--- src/hdl/rk4_pkg.sv ---
// ---------------------------------------------------------------------------
// rk4_pkg
// Shared constants, command codes and status types for the RK4 integrator.
// ---------------------------------------------------------------------------
package rk4_pkg;

	localparam int MaxStepsDefault = 64;
	localparam int FracBitsDefault = 24;
	localparam int WordW = 32;
	localparam int CountW = 7;
	localparam int IndexW = 6;

	// datapath operations issued by the controller
	typedef enum logic [2:0] {
		OP_NONE,
		OP_LOAD,
		OP_DIVH,
		OP_SLOPE,
		OP_FINISH
	} rk4_op_t;

	typedef struct packed {
		rk4_op_t    op;
		logic [1:0] stage;
	} rk4_cmd_t;

	typedef struct packed {
		logic done;
		logic zero_count;
	} rk4_status_t;

	function automatic logic signed [WordW-1:0] sat32(input logic signed [WordW+1:0] v);
		logic signed [WordW+1:0] hi;
		logic signed [WordW+1:0] lo;
		hi = (WordW+2)'(signed'({1'b0, {(WordW-1){1'b1}}}));
		lo = -hi - (WordW+2)'(1);
		if (v > hi) return {1'b0, {(WordW-1){1'b1}}};
		if (v < lo) return {1'b1, {(WordW-1){1'b0}}};
		return v[WordW-1:0];
	endfunction

endpackage

--- src/hdl/rk4_ctrl.sv ---
// ---------------------------------------------------------------------------
// rk4_ctrl
// Sequencer: load, step-size divide, then per step four slope evaluations and a finish.
// ---------------------------------------------------------------------------
module rk4_ctrl import rk4_pkg::*; (
	input  logic        clk,
	input  logic        arst_n,
	input  logic        start,
	output logic        busy,
	output logic        capture,
	input  rk4_status_t status,
	output rk4_cmd_t    cmd
);

	typedef enum logic [2:0] {
		ST_IDLE,
		ST_LOAD,
		ST_DIVH,
		ST_SLOPE,
		ST_FINISH
	} state_t;

	state_t     state_q;
	logic [1:0] stage_q;

	// hold state; issue one command per operation
	always_ff @(posedge clk or negedge arst_n) begin
		if (!arst_n) begin
			state_q <= ST_IDLE;
			stage_q <= '0;
			cmd     <= '{op: OP_NONE, stage: 2'd0};
		end else begin
			cmd <= '{op: OP_NONE, stage: stage_q};
			unique case (state_q)
				ST_IDLE: begin
					if (start) begin
						state_q <= ST_LOAD;
						cmd     <= '{op: OP_LOAD, stage: 2'd0};
					end
				end
				ST_LOAD: begin
					if (status.zero_count) begin
						state_q <= ST_IDLE;
					end else if (status.done) begin
						state_q <= ST_DIVH;
						cmd     <= '{op: OP_DIVH, stage: 2'd0};
					end
				end
				ST_DIVH: begin
					if (status.done) begin
						state_q <= ST_SLOPE;
						stage_q <= '0;
						cmd     <= '{op: OP_SLOPE, stage: 2'd0};
					end
				end
				ST_SLOPE: begin
					if (status.done) begin
						if (stage_q == 2'd3) begin
							state_q <= ST_FINISH;
							cmd     <= '{op: OP_FINISH, stage: 2'd3};
						end else begin
							stage_q <= stage_q + 2'd1;
							cmd     <= '{op: OP_SLOPE, stage: stage_q + 2'd1};
						end
					end
				end
				ST_FINISH: begin
					if (status.done) begin
						state_q <= ST_SLOPE;
						stage_q <= '0;
						cmd     <= '{op: OP_SLOPE, stage: 2'd0};
					end else if (status.zero_count) begin
						state_q <= ST_IDLE;
					end
				end
				default: state_q <= ST_IDLE;
			endcase
		end
	end

	assign busy = (state_q != ST_IDLE);

	// take the request operands on the accepting edge
	assign capture = (state_q == ST_IDLE) && start;

	a_start_leaves_idle: assert property (@(posedge clk) disable iff (!arst_n)
		(state_q == ST_IDLE && start) |=> (state_q == ST_LOAD))
		else $error("start not taken");
	a_stage_in_slope: assert property (@(posedge clk) disable iff (!arst_n)
		(state_q == ST_FINISH) |-> (stage_q == 2'd3))
		else $error("finish without four slopes");
	a_load_cmd: assert property (@(posedge clk) disable iff (!arst_n)
		(state_q == ST_LOAD && $past(state_q) != ST_LOAD) |-> $past(start))
		else $error("load without request");

endmodule

--- config.mk ---
export PLATFORM = sky130hd
export DESIGN_NAME = rk4_ctrl
export DESIGN_NICKNAME = d
export VERILOG_FILES = /design/src/hdl/rk4_pkg.sv /design/src/hdl/rk4_ctrl.sv
export SDC_FILE = /design/constraint.sdc
export NUM_CORES = 1
export LEC_CHECK = 0
export BUFFER_PORTS_ARGS = -buffer_cell sky130_fd_sc_hd__buf_2
export CAP_MARGIN = 20
export CORE_MARGIN = 3
export CORE_UTILIZATION = 45
export CTS_CLUSTER_DIAMETER = 30
export DETAILED_ROUTE_END_ITERATION = 12
export PLACE_DENSITY = 0.71
export SLEW_MARGIN = 20
export SYNTH_ARGS = -nofsm -noshare
export SYNTH_HDL_FRONTEND = slang
export SYNTH_SLANG_ARGS = --single-unit
--- constraint.sdc ---
create_clock -name clk -period 1.3 [get_ports clk]
set_input_delay 0.065 -clock clk [delete_from_list [all_inputs] [get_ports clk]]
set_output_delay 0.065 -clock clk [all_outputs]
set_load 0.01 [all_outputs]
# Word-level counts from Yosys, hierarchy flattened
# Index checks and enable logic that the tools add are counted.
word_totals:
  word_cells: 45
  regBits: 10
op_classes:
  mux: 20
  n_eq_ne: 13
  reduce_logical: 7
  n_addsub: 1
op_table:
  columns: ["op", "n"]
  rows:
  - ["$mux W3", 9]
  - ["$pmux W5 S4", 1]
  - ["$pmux W3 S5", 1]
  - ["$mux W4", 3]
  - ["$mux W5", 2]
  - ["$ne A2 B2 Y1 const B", 5]
  - ["$eq A3 B2 Y1 const B", 2]
  - ["$mux W2", 3]
  - ["$ne A3 B3 Y1 const B", 2]
  - ["$reduce_and A6 Y1", 1]
  - ["$pmux W2 S2", 1]
  - ["$reduce_and A4 Y1", 1]
  - ["$eq A3 B1 Y1 const B", 1]
  - ["$eq A3 B3 Y1 const B", 1]
  - ["$logic_not A3 Y1", 1]
  - ["$reduce_bool A3 Y1", 1]
  - ["$add A2 B1 Y2 const B", 1]
  - ["$eq A2 B2 Y1 const B", 1]
  - ["$ne A2 B1 Y1 const B", 1]
  - ["$reduce_bool A2 Y1", 1]
  - ["$reduce_or A2 Y1", 1]
  - ["$logic_and A1 B1 Y1", 1]

# Logic depth before layout (Yosys ltp)
# Gate-level depths: netlist (run 1).
logic_depth:
  ltp_word: 4
  mapped_depth: 4

# Worst setup path before layout (run 1)
# Ideal clock, no wire load.
synth_timing:
  kind: "register -> register"
  startpoint: "register stage_q[0]"
  endpoint: "register cmd[3] (netlist name)"
  required_time_ns: 1.223
  path_slack_ns: 0.035
  path_stages_with_launch: 5
  n_path_buf: 0
  period_less_slack_ns: 1.265
  setup_ns: 0.077
  arrival_time_ns: 1.187
  cell_sequence: "dfrtp_1 -> ha_1 -> and3_1 -> a211o_1 -> a21oi_1"
synth_between:
  elab_chain_len: 4
synth_rtl:
  columns: ["item", "line", "source"]
  rows:
  - ["from (decl)", "rk4_ctrl.sv:24", "logic [1:0] stage_q;"]
  - ["from (signal assigned)", "rk4_ctrl.sv:62", "stage_q <= stage_q + 2'd1;"]
  - ["$eq A2 B2 Y1", "rk4_ctrl.sv:58", "if (stage_q == 2'd3) begin"]
  - ["$mux W5", "rk4_ctrl.sv:58", null]
  - ["$mux W5", "rk4_ctrl.sv:57", "if (status.done) begin"]
  - ["$pmux W5 S4", "rk4_ctrl.sv:34", "unique case (state_q)"]
  - ["to (signal assigned)", "rk4_ctrl.sv:33", "cmd <= '{op: OP_NONE, stage: stage_q};"]
  - ["to (signal assigned)", "rk4_ctrl.sv:38", "cmd <= '{op: OP_LOAD, stage: 2'd0};"]
  - ["to (signal assigned)", "rk4_ctrl.sv:60", "cmd <= '{op: OP_FINISH, stage: 2'd3};"]
  - ["to (decl)", "rk4_ctrl.sv:12", "output rk4_cmd_t cmd"]
# Every way passes these cells.
# A chain may end at the register's enable or synchronous reset.

# Worst setup path in the final report (run 1)
layout_timing:
  startpoint: "register state_q[0]"
  endpoint: "output port capture"
layout_between:
  elab_chain_len: 2
layout_rtl:
  columns: ["item", "line", "source"]
  rows:
  - ["from (decl)", "rk4_ctrl.sv:23", "state_t state_q;"]
  - ["from (signal assigned)", "rk4_ctrl.sv:29", "state_q <= ST_IDLE;"]
  - ["from (signal assigned)", "rk4_ctrl.sv:37", "state_q <= ST_LOAD;"]
  - ["from (signal assigned)", "rk4_ctrl.sv:43", "state_q <= ST_IDLE;"]
  - ["$logic_not A3 Y1", "rk4_ctrl.sv:84", "assign capture = (state_q == ST_IDLE) && start;"]
  - ["$logic_and A1 B1 Y1", "rk4_ctrl.sv:84", null]
  - ["to (decl)", "rk4_ctrl.sv:10", "output logic capture,"]
# Every way passes these cells.

==> results.sh, run 1 <==
export IMPL_worstPathCellList="buf_6 > or3_4 > nor2_1 > buf_2"
export IMPL_clk_pin_slew_worst_paths_ns=0.07
export IMPL_io_pins=12
export IMPL_muxShareOfSynthArea_pct=3.404
export IMPL_yosys_register_bits=10
export IMPL_synth_compound_area_share_pct=20.43
export IMPL_cp_slowest_stage_delay_ns=0.42
export IMPL_skew_ns=0.001412
export IMPL_synth_area_leaders="dfrtp_1 43%, ha_1 6.4%, o32ai_1 6.0%, inv_1 3.8%, mux2i_1 3.4%"
export IMPL_synth_most_common_cell="dfrtp_1"
export IMPL_yosysTopAreaCellShare_pct=42.55
export IMPL_die_w_um=42.15
export IMPL_vias=589
export IMPL_crit_family="flip-flops"
export IMPL_fin_ws_ns=-0.1059
export IMPL_fin_crit_sh_pct=108.1
export IMPL_clockBufferDepth=2
export IMPL_cts_num_sinks=10
export IMPL_critical_path_class="reg2out"
export IMPL_area_growth_pct=43.83
export IMPL_dpl_hpwl_um=910.8
export IMPL_row_count=12
export IMPL_place_gp_congestion=0.8159
export IMPL_ys_flop_type="dfrtp_1"
export IMPL_drive_gt1_share_pct=48.28
export IMPL_netlist_instances=60
export IMPL_clk_latency_ns=0.27
export IMPL_remaining_drc_errors=0
export IMPL_hold_viol=0
export IMPL_synth_cell_types=29
export IMPL_antenna_found_initial=0
export IMPL_cts_tree="yes"
export IMPL_h_tree_depth=1
export IMPL_dpl_cell_count=88
export IMPL_cp_data_required_time_ns=1.24
export IMPL_gr_usage_all_layers_pct=17.30
export IMPL_grt_pass1_wl_um=2366
export IMPL_instances_no_fill=101
export IMPL_port_buffers=11
export IMPL_p_per_area_nw_per_um2=2214
export IMPL_fin_nets=96
export IMPL_synth_top_family_by_area="compound AO/OA/AOI/OAI gates"
export IMPL_cts_buffers=3
export IMPL_initial_core_util_pct=50.21
export IMPL_violations="negative setup slack"
export IMPL_synth_adder_area_share_pct=6.383
export IMPL_crit_path_top_delay_cell="dfrtp_2"
export IMPL_ctsRootBufferMaster="clkbuf_4"
export IMPL_ir_drop_uv=1046
export IMPL_maxSlewHeadroom_pct=82.88
export IMPL_synthesis_nets=68
export IMPL_synthSimpleGateAreaFrac_pct=17.02
export IMPL_die_y_um=42.15
export IMPL_wl_per_cell_um=15.87
export IMPL_critPathBufInv=2
export IMPL_syn_mean_instance_area_um2=9.801
export IMPL_vias_per_cell=5.832
export IMPL_hp_class="in2reg"
export IMPL_maxSlewViolCount=0
export IMPL_drv_cap=0
export IMPL_synth_area_um2=588.1
export IMPL_grt_max_degree=11
export IMPL_yosysSeqAreaShare_pct=42.55
export IMPL_startpoint_type="flop"
export IMPL_synthTopCellsByCount="10 x dfrtp_1, 6 x inv_1, 4 x nor2_1, 4 x o32ai_1"
export IMPL_die_area_um2=1777
export IMPL_core_um2=1171
export IMPL_synth_xor_area_share_pct=1.489
export IMPL_final_setup_viol_count=5
export IMPL_routed_wl_um=1603
export IMPL_firstDrtPassIters=4
export IMPL_status="complete, but fails checks"
export IMPL_rsz0062_at_grt="true"
export IMPL_grt_pass1_vias=537
export IMPL_cp_max_fo=2
export IMPL_fin_crit_ns=1.406
export IMPL_antennaDiodeCount=0
export IMPL_ys_async_sr_fraction_pct=100.0
export IMPL_tightest_slew_ns=0.2559
export IMPL_gr_total_overflow=0
export IMPL_dr_first_iter_drc_count=25
export IMPL_p_leak_nw=0.4145
export IMPL_synth_edf_count=0
export IMPL_critPathArrivalTime_ns=1.34
export IMPL_max_freq_ghz=0.7113
export IMPL_crit_path_end_kind="output pin"
export IMPL_synth_warnings=0
export IMPL_drtAntennaViolNets=0
export IMPL_yosys_area_top_type="dfrtp_1"
export IMPL_dp_slack_ns=0.02365
## final timing paths
path	cells past startpoint	slack, ns	from	endpoint
worst max-delay path	4	-0.11	state_q[0]	capture
worst min-delay path	3	0.15	start	cmd[2]
worst max register to register	4	-0.06	state_q[2]	stage_q[1]
worst min register to register	2	0.63	state_q[2]	cmd[2]
max in group asynchronous	2	0.92	arst_n	state_q[0]
min in group asynchronous	2	0.17	arst_n	cmd[1]
## layout make-up
class	instances	area, µm²
fill	80	325.3
timing repair buffer	27	185.2
tap	14	17.52
sequential	10	254.0
inverter	6	22.52
multi-input combinational	40	330.3
clock buffer	4	36.28
## flip-flops by register name, summed over array words and instances (netlist names)
signal,flops
stage_q,2
cmd,5
state_q,3
## layout by cell type (no fill, tap or decap), drive strengths merged, types with 3 or more instances in the layout
| cell | count |
|---|---|
| ha | 3 |
| clkbuf | 4 |
| inv | 6 |
| dfrtp | 10 |
| nand2b | 3 |
| nor2 | 4 |
| buf | 26 |
| a21oi | 3 |
| o32ai | 4 |
| nand2 | 3 |
## through the flow
stage | area [µm²] | utilization (%) | hold WS [ns] | setup TNS [ns] | power (mW)
2_1_floorplan | 588.1 | - | -0.2306 | 0 | 1.002
3_5_place_dp | 684.4 | 58.44 | -0.06356 | 0 | 1.259
6_report | 845.8 | 72.22 | 0.1467 | -0.2244 | 1.873
5_1_grt | 845.8 | 72.22 | 0.1647 | -0.5491 | 1.993
4_1_cts | 790.8 | 67.52 | 0.1333 | -0.1376 | 1.705
3_3_place_gp | 684.4 | 58.44 | -0.06746 | 0 | 1.239
## worst reg2reg max path, delay by kind of cell (launching register included)
kind | cells | cell delay (ns)
simple gates | 2 | 0.54
compound gates | 1 | 0.18
flops | 1 | 0.43
buf+inv | 1 | 0.14
## logic make-up (layout without fill, tap and decap cells)
kind of cell             Yosys count  count (layout)
adder cells (fa/ha/maj)            3               3
flip-flops                        10              10
buffers and inverters             10              37
XOR/XNOR                           1               1
AND/OR/NAND/NOR                   18              18
AO/OA/AOI/OAI                     16              16
multiplexers                       2               2
## what timing repair did
item | in CTS | in global routing
pin swaps | 0 | 2
hold endpoints to repair | 10 | 0
endpoints found under the setup margin | 2 | 8
hold buffers | 1 | 0
setup buffers | 6 | 2
resized for setup | 6 | 9
## power by group
| part | internal, mW | switching [mW] | leakage [nW] |
|---|---|---|---|
| Sequential | 0.434 | 0.0724 | 0.122 |
| Combinational | 0.548 | 0.524 | 0.271 |
| Clock | 0.170 | 0.124 | 0.0210 |
## layer usage
layer | routed length, µm | global-route usage [%] | vias to the layer above
met5 | 0 | 0 | -
met4 | 61 | 8.075 | 0
met1 | 715 | 23.48 | 277
li1 | - | - | 270
met2 | 695 | 25.31 | 33
met3 | 131 | 4.721 | 9
(Power assumes the default switching activity.)
==> inputs of run 2 (changes only) <==
--- a/config.mk
+++ b/config.mk
@@ -5,13 +5,14 @@
 export SDC_FILE = /design/constraint.sdc
 export NUM_CORES = 1
 export LEC_CHECK = 0
+export ABC_CLOCK_PERIOD_IN_PS = 1300
 export BUFFER_PORTS_ARGS = -buffer_cell sky130_fd_sc_hd__buf_2
 export CAP_MARGIN = 20
 export CORE_MARGIN = 3
-export CORE_UTILIZATION = 45
+export CORE_UTILIZATION = 30
 export CTS_CLUSTER_DIAMETER = 30
 export DETAILED_ROUTE_END_ITERATION = 12
-export PLACE_DENSITY = 0.71
+export PLACE_DENSITY = 0.52
 export SLEW_MARGIN = 20
 export SYNTH_ARGS = -nofsm -noshare
 export SYNTH_HDL_FRONTEND = slang
==> results.sh, run 2 (same netlist as run 1, synthesis figures left out) <==
export IMPL_crit_path_end_kind="output pin"
export IMPL_stdcell_area_um2=860.8
export IMPL_vias_per_cell=4.919
export IMPL_core_um2=1783
export IMPL_fin_crit_sh_pct=106.1
export IMPL_grt_pass1_wl_um=2546
export IMPL_critPathArrivalTime_ns=1.31
export IMPL_wl_met1_um=681
export IMPL_clockBufferDepth=2
export IMPL_place_gp_congestion=0.6999
export IMPL_routed_wl_um=1397
export IMPL_met3_wirelength_um=83
export IMPL_ctsRootBufferMaster="clkbuf_4"
export IMPL_status="complete, but fails checks"
export IMPL_p_leak_nw=0.4025
export IMPL_maxSlewHeadroom_pct=79.37
export IMPL_biggestRegsByFlops="cmd (5), state_q (3), stage_q (2)"
export IMPL_drv_cap=0
export IMPL_remaining_drc_errors=0
export IMPL_row_count=15
export IMPL_clk_latency_ns=0.27
export IMPL_r2r_slack_ns=0.03
export IMPL_gr_usage_all_layers_pct=13.60
export IMPL_hp_class="in2async"
export IMPL_dr_first_iter_drc_count=10
export IMPL_placed_area_um2=713.2
export IMPL_io_pins=12
export IMPL_layout_common_cells="11 x buf_2, 10 x buf_4, 8 x dfrtp_1"
export IMPL_firstDrtPassIters=4
export IMPL_wl_per_cell_um=12.59
export IMPL_grt_max_degree=11
export IMPL_regMostFlops="cmd"
export IMPL_die_area_um2=2528
export IMPL_hold_viol=0
export IMPL_cts_num_sinks=10
export IMPL_maxSlewViolCount=0
export IMPL_grt_pass1_vias=569
export IMPL_fin_ws_ns=-0.07948
export IMPL_ir_drop_uv=711.3
export IMPL_cts_tree="yes"
export IMPL_critical_path_class="reg2out"
export IMPL_cp_data_required_time_ns=1.24
export IMPL_hold_ws_ns=0.1699
export IMPL_rsz0062_at_grt="true"
export IMPL_layout_commonest_cell="buf_2"
export IMPL_p_total_mw=1.828
export IMPL_drive_gt1_share_pct=50.00
export IMPL_tightest_slew_ns=0.3085
export IMPL_largest_reg_flops=5
export IMPL_cp_max_fo=2
export IMPL_dpl_hpwl_um=948.5
export IMPL_drtAntennaViolNets=0
export IMPL_fin_crit_ns=1.379
export IMPL_routed_top_layer="met4"
export IMPL_p_per_area_nw_per_um2=2124
export IMPL_violations="negative setup slack"
export IMPL_vias=546
export IMPL_max_freq_ghz=0.7249
export IMPL_fin_nets=95
export IMPL_fin_util_pct=48.28
export IMPL_h_tree_depth=1
export IMPL_gr_total_overflow=0
export IMPL_clk_pin_slew_worst_paths_ns=0.07
export IMPL_initial_core_util_pct=32.98
export IMPL_die_y_um=50.28
export IMPL_antennaDiodeCount=0
export IMPL_startpoint_type="flop"
export IMPL_wl_met2_um=597
export IMPL_port_buffers=11
export IMPL_cts_buffers=3
export IMPL_area_growth_pct=46.38
export IMPL_skew_ns=0.003830
export IMPL_antenna_found_initial=0
export IMPL_die_w_um=50.28
export IMPL_final_setup_viol_count=2
-- run 2: changes by cell type in the layout (fill, tap and decap cells not counted), sizes merged --
cell and change:
inv -1, buf -1, clkinvlp +1
-- run 2: metrics by stage --
stage / std cells / setup slack, ns / setup TNS, ns
after detailed placement: 101 / 0.04066 / 0
after global routing: 111 / -0.1435 / -0.2898
final: 111 / -0.07948 / -0.1070
after global placement: 101 / 0.03714 / 0
after floorplan: 60 / 0.03550 / 0
after CTS: 111 / -0.09191 / -0.1142
-- run 2: worst paths after layout --
path                       startpoint  cells after the start          to
max                        state_q[0]                      4     capture
min                            arst_n                      2      cmd[0]
max reg2reg                state_q[2]                      4  stage_q[1]
min reg2reg                stage_q[0]                      2  stage_q[0]
max in group asynchronous      arst_n                      2  state_q[1]
min in group clk                start                      3      cmd[2]
-- run 2: layout make-up --
type	instances	area [µm²]
clock buffer	4	36.28
multi-input combinational	40	329.1
fill	168	922.1
tap	25	31.28
timing repair buffer	26	185.2
inverter	6	26.28
sequential	10	252.7
-- run 2: repair_timing --
| action | in CTS | in global routing |
|---|---|---|
| buffers inserted | 5 | 1 |
| hold buffers | 1 | 0 |
| endpoints found under the hold margin | 10 | 0 |
| endpoints found under the setup margin | 2 | 8 |
| pin swaps | 1 | 7 |
| resized for setup | 6 | 13 |
-- run 2: power breakdown --
group	internal (mW)	switching [mW]	leakage, nW
sequential	0.431	0.0571	0.123
combinational	0.553	0.498	0.258
clock	0.170	0.119	0.0210
-- run 2: worst max-delay path, cell delays in order, from the launching register on --
cell and delay (ns):
dfrtp_1 0.40, buf_6 0.12, or3_4 0.33, nor2_2 0.07
buf_2 0.13
-- run 2: per-layer routing --
metal | up-vias | global-route usage, %
li1 | 265 | -
met1 | 253 | 18.33
met2 | 23 | 20.43
met3 | 5 | 3.561
met4 | 0 | 5.530
met5 | - | 0
==> inputs of run 3 (changes only) <==
--- a/config.mk
+++ b/config.mk
@@ -13,6 +13,7 @@
 export CTS_CLUSTER_DIAMETER = 30
 export DETAILED_ROUTE_END_ITERATION = 12
 export PLACE_DENSITY = 0.52
+export RECOVER_POWER = 25
 export SLEW_MARGIN = 20
 export SYNTH_ARGS = -nofsm -noshare
 export SYNTH_HDL_FRONTEND = slang
==> results.sh, run 3 (same netlist as run 1, synthesis figures left out) <==
export IMPL_status="complete, but fails checks"
export IMPL_violations="negative setup slack"
export IMPL_p_total_mw=1.829
export IMPL_clk_latency_ns=0.27
export IMPL_grt_pass1_vias=569
export IMPL_die_y_um=50.28
export IMPL_crit_path_end_kind="output pin"
export IMPL_fin_ws_ns=-0.07863
export IMPL_drv_cap=0
export IMPL_maxSlewHeadroom_pct=63.87
export IMPL_cts_tree="yes"
export IMPL_vias=554
export IMPL_grt_pass1_wl_um=2546
export IMPL_startpoint_type="flop"
export IMPL_cp_max_fo=2
export IMPL_dp_slack_ns=0.04066
export IMPL_antenna_found_initial=0
export IMPL_final_setup_viol_count=2
export IMPL_biggestRegsByFlops="cmd (5), state_q (3), stage_q (2)"
export IMPL_critical_path_class="reg2out"
export IMPL_row_count=15
export IMPL_dpl_hpwl_um=948.5
export IMPL_clockBufferDepth=2
export IMPL_ctsRootBufferMaster="clkbuf_4"
export IMPL_routed_wl_um=1405
export IMPL_maxSlewViolCount=0
export IMPL_p_per_area_nw_per_um2=2128
export IMPL_cts_num_sinks=10
export IMPL_cp_data_required_time_ns=1.24
export IMPL_min_path_cells=3
export IMPL_rsz0062_at_grt="true"
export IMPL_io_pins=12
export IMPL_die_area_um2=2528
export IMPL_p_leak_nw=0.3998
export IMPL_drive_gt1_share_pct=48.84
export IMPL_stdcell_area_um2=859.6
export IMPL_fin_util_pct=48.21
export IMPL_hold_viol=0
export IMPL_clk_pin_slew_worst_paths_ns=0.07
export IMPL_grt_max_degree=11
export IMPL_gr_usage_all_layers_pct=13.60
export IMPL_tightest_slew_ns=0.5420
export IMPL_fin_crit_sh_pct=106.0
export IMPL_wl_per_cell_um=12.66
export IMPL_cts_buffers=3
export IMPL_vias_per_cell=4.991
export IMPL_gr_total_overflow=0
export IMPL_area_growth_pct=46.17
export IMPL_die_w_um=50.28
export IMPL_nFillCells=169
export IMPL_dr_first_iter_drc_count=10
export IMPL_drtAntennaViolNets=0
export IMPL_remaining_drc_errors=0
export IMPL_critPathArrivalTime_ns=1.31
export IMPL_skew_ns=0.003318
export IMPL_h_tree_depth=1
export IMPL_place_gp_congestion=0.6999
export IMPL_regMostFlops="cmd"
export IMPL_fin_tns_setup_ns=-0.1053
export IMPL_max_freq_ghz=0.7254
export IMPL_antennaDiodeCount=0
export IMPL_initial_core_util_pct=32.98
export IMPL_fin_crit_ns=1.379
export IMPL_core_um2=1783
export IMPL_instances_no_fill=111
export IMPL_largest_reg_flops=5
export IMPL_port_buffers=11
export IMPL_ir_drop_uv=711.5
export IMPL_dpl_cell_count=101
export IMPL_fin_nets=95
export IMPL_hold_ws_ns=0.1709
export IMPL_placed_area_um2=713.2
export IMPL_reg2reg_depth=4
export IMPL_hp_class="in2reg"
export IMPL_layout_common_cells="10 x buf_2, 10 x buf_4, 8 x dfrtp_1"
export IMPL_firstDrtPassIters=5
-- run 3: cell types whose count changed in the layout (fill, tap and decap cells not counted), sizes merged --
cell and change:
clkbuf +1, buf -1
-- run 3: layer usage --
layer,share of wire [%],track usage (%),wire length (µm)
met2,43,20.43,599
met1,50,18.33,698
met3,4.8,3.561,68
met4,2.7,5.530,38
met5,0,0,0
-- run 3: report_power, final --
part	internal, mW	total [mW]	switching [mW]
sequential	0.431	0.488	0.0571
clock	0.170	0.289	0.119
combinational	0.553	1.05	0.500
-- run 3: final cells by class --
| cell class | instances | area [µm²] | share of cell area (%) |
|---|---|---|---|
| Tap cell | 25 | 31.28 | 3.639 |
| Multi-Input combinational cell | 40 | 329.1 | 38.28 |
| Clock buffer | 4 | 36.28 | 4.221 |
| Sequential cell | 10 | 252.7 | 29.40 |
| Timing Repair Buffer | 26 | 183.9 | 21.40 |
| Inverter | 6 | 26.28 | 3.057 |
-- run 3: worst paths after layout --
path,from,slack (ns),end
min in group asynchronous,arst_n,0.28,cmd[0]
hold reg to reg,stage_q[0],0.58,stage_q[0]
max in group asynchronous,arst_n,0.63,state_q[1]
hold / removal,status[0],0.17,state_q[2]
setup / recovery,state_q[0],-0.08,capture
setup reg to reg,state_q[2],0.03,stage_q[1]
-- run 3: worst max-delay path: stages (launching register included) --
cell	delay [ns]
dfrtp_1	0.40
buf_6	0.12
or3_4	0.33
nor2_2	0.07
buf_2	0.13
-- run 3: timing repair --
action	in CTS	in global routing
endpoints found under the hold margin	10	0
resized for setup	6	13
buffers inserted	5	1
pin swaps	1	7
hold buffers	1	0
endpoints found under the setup margin	2	8
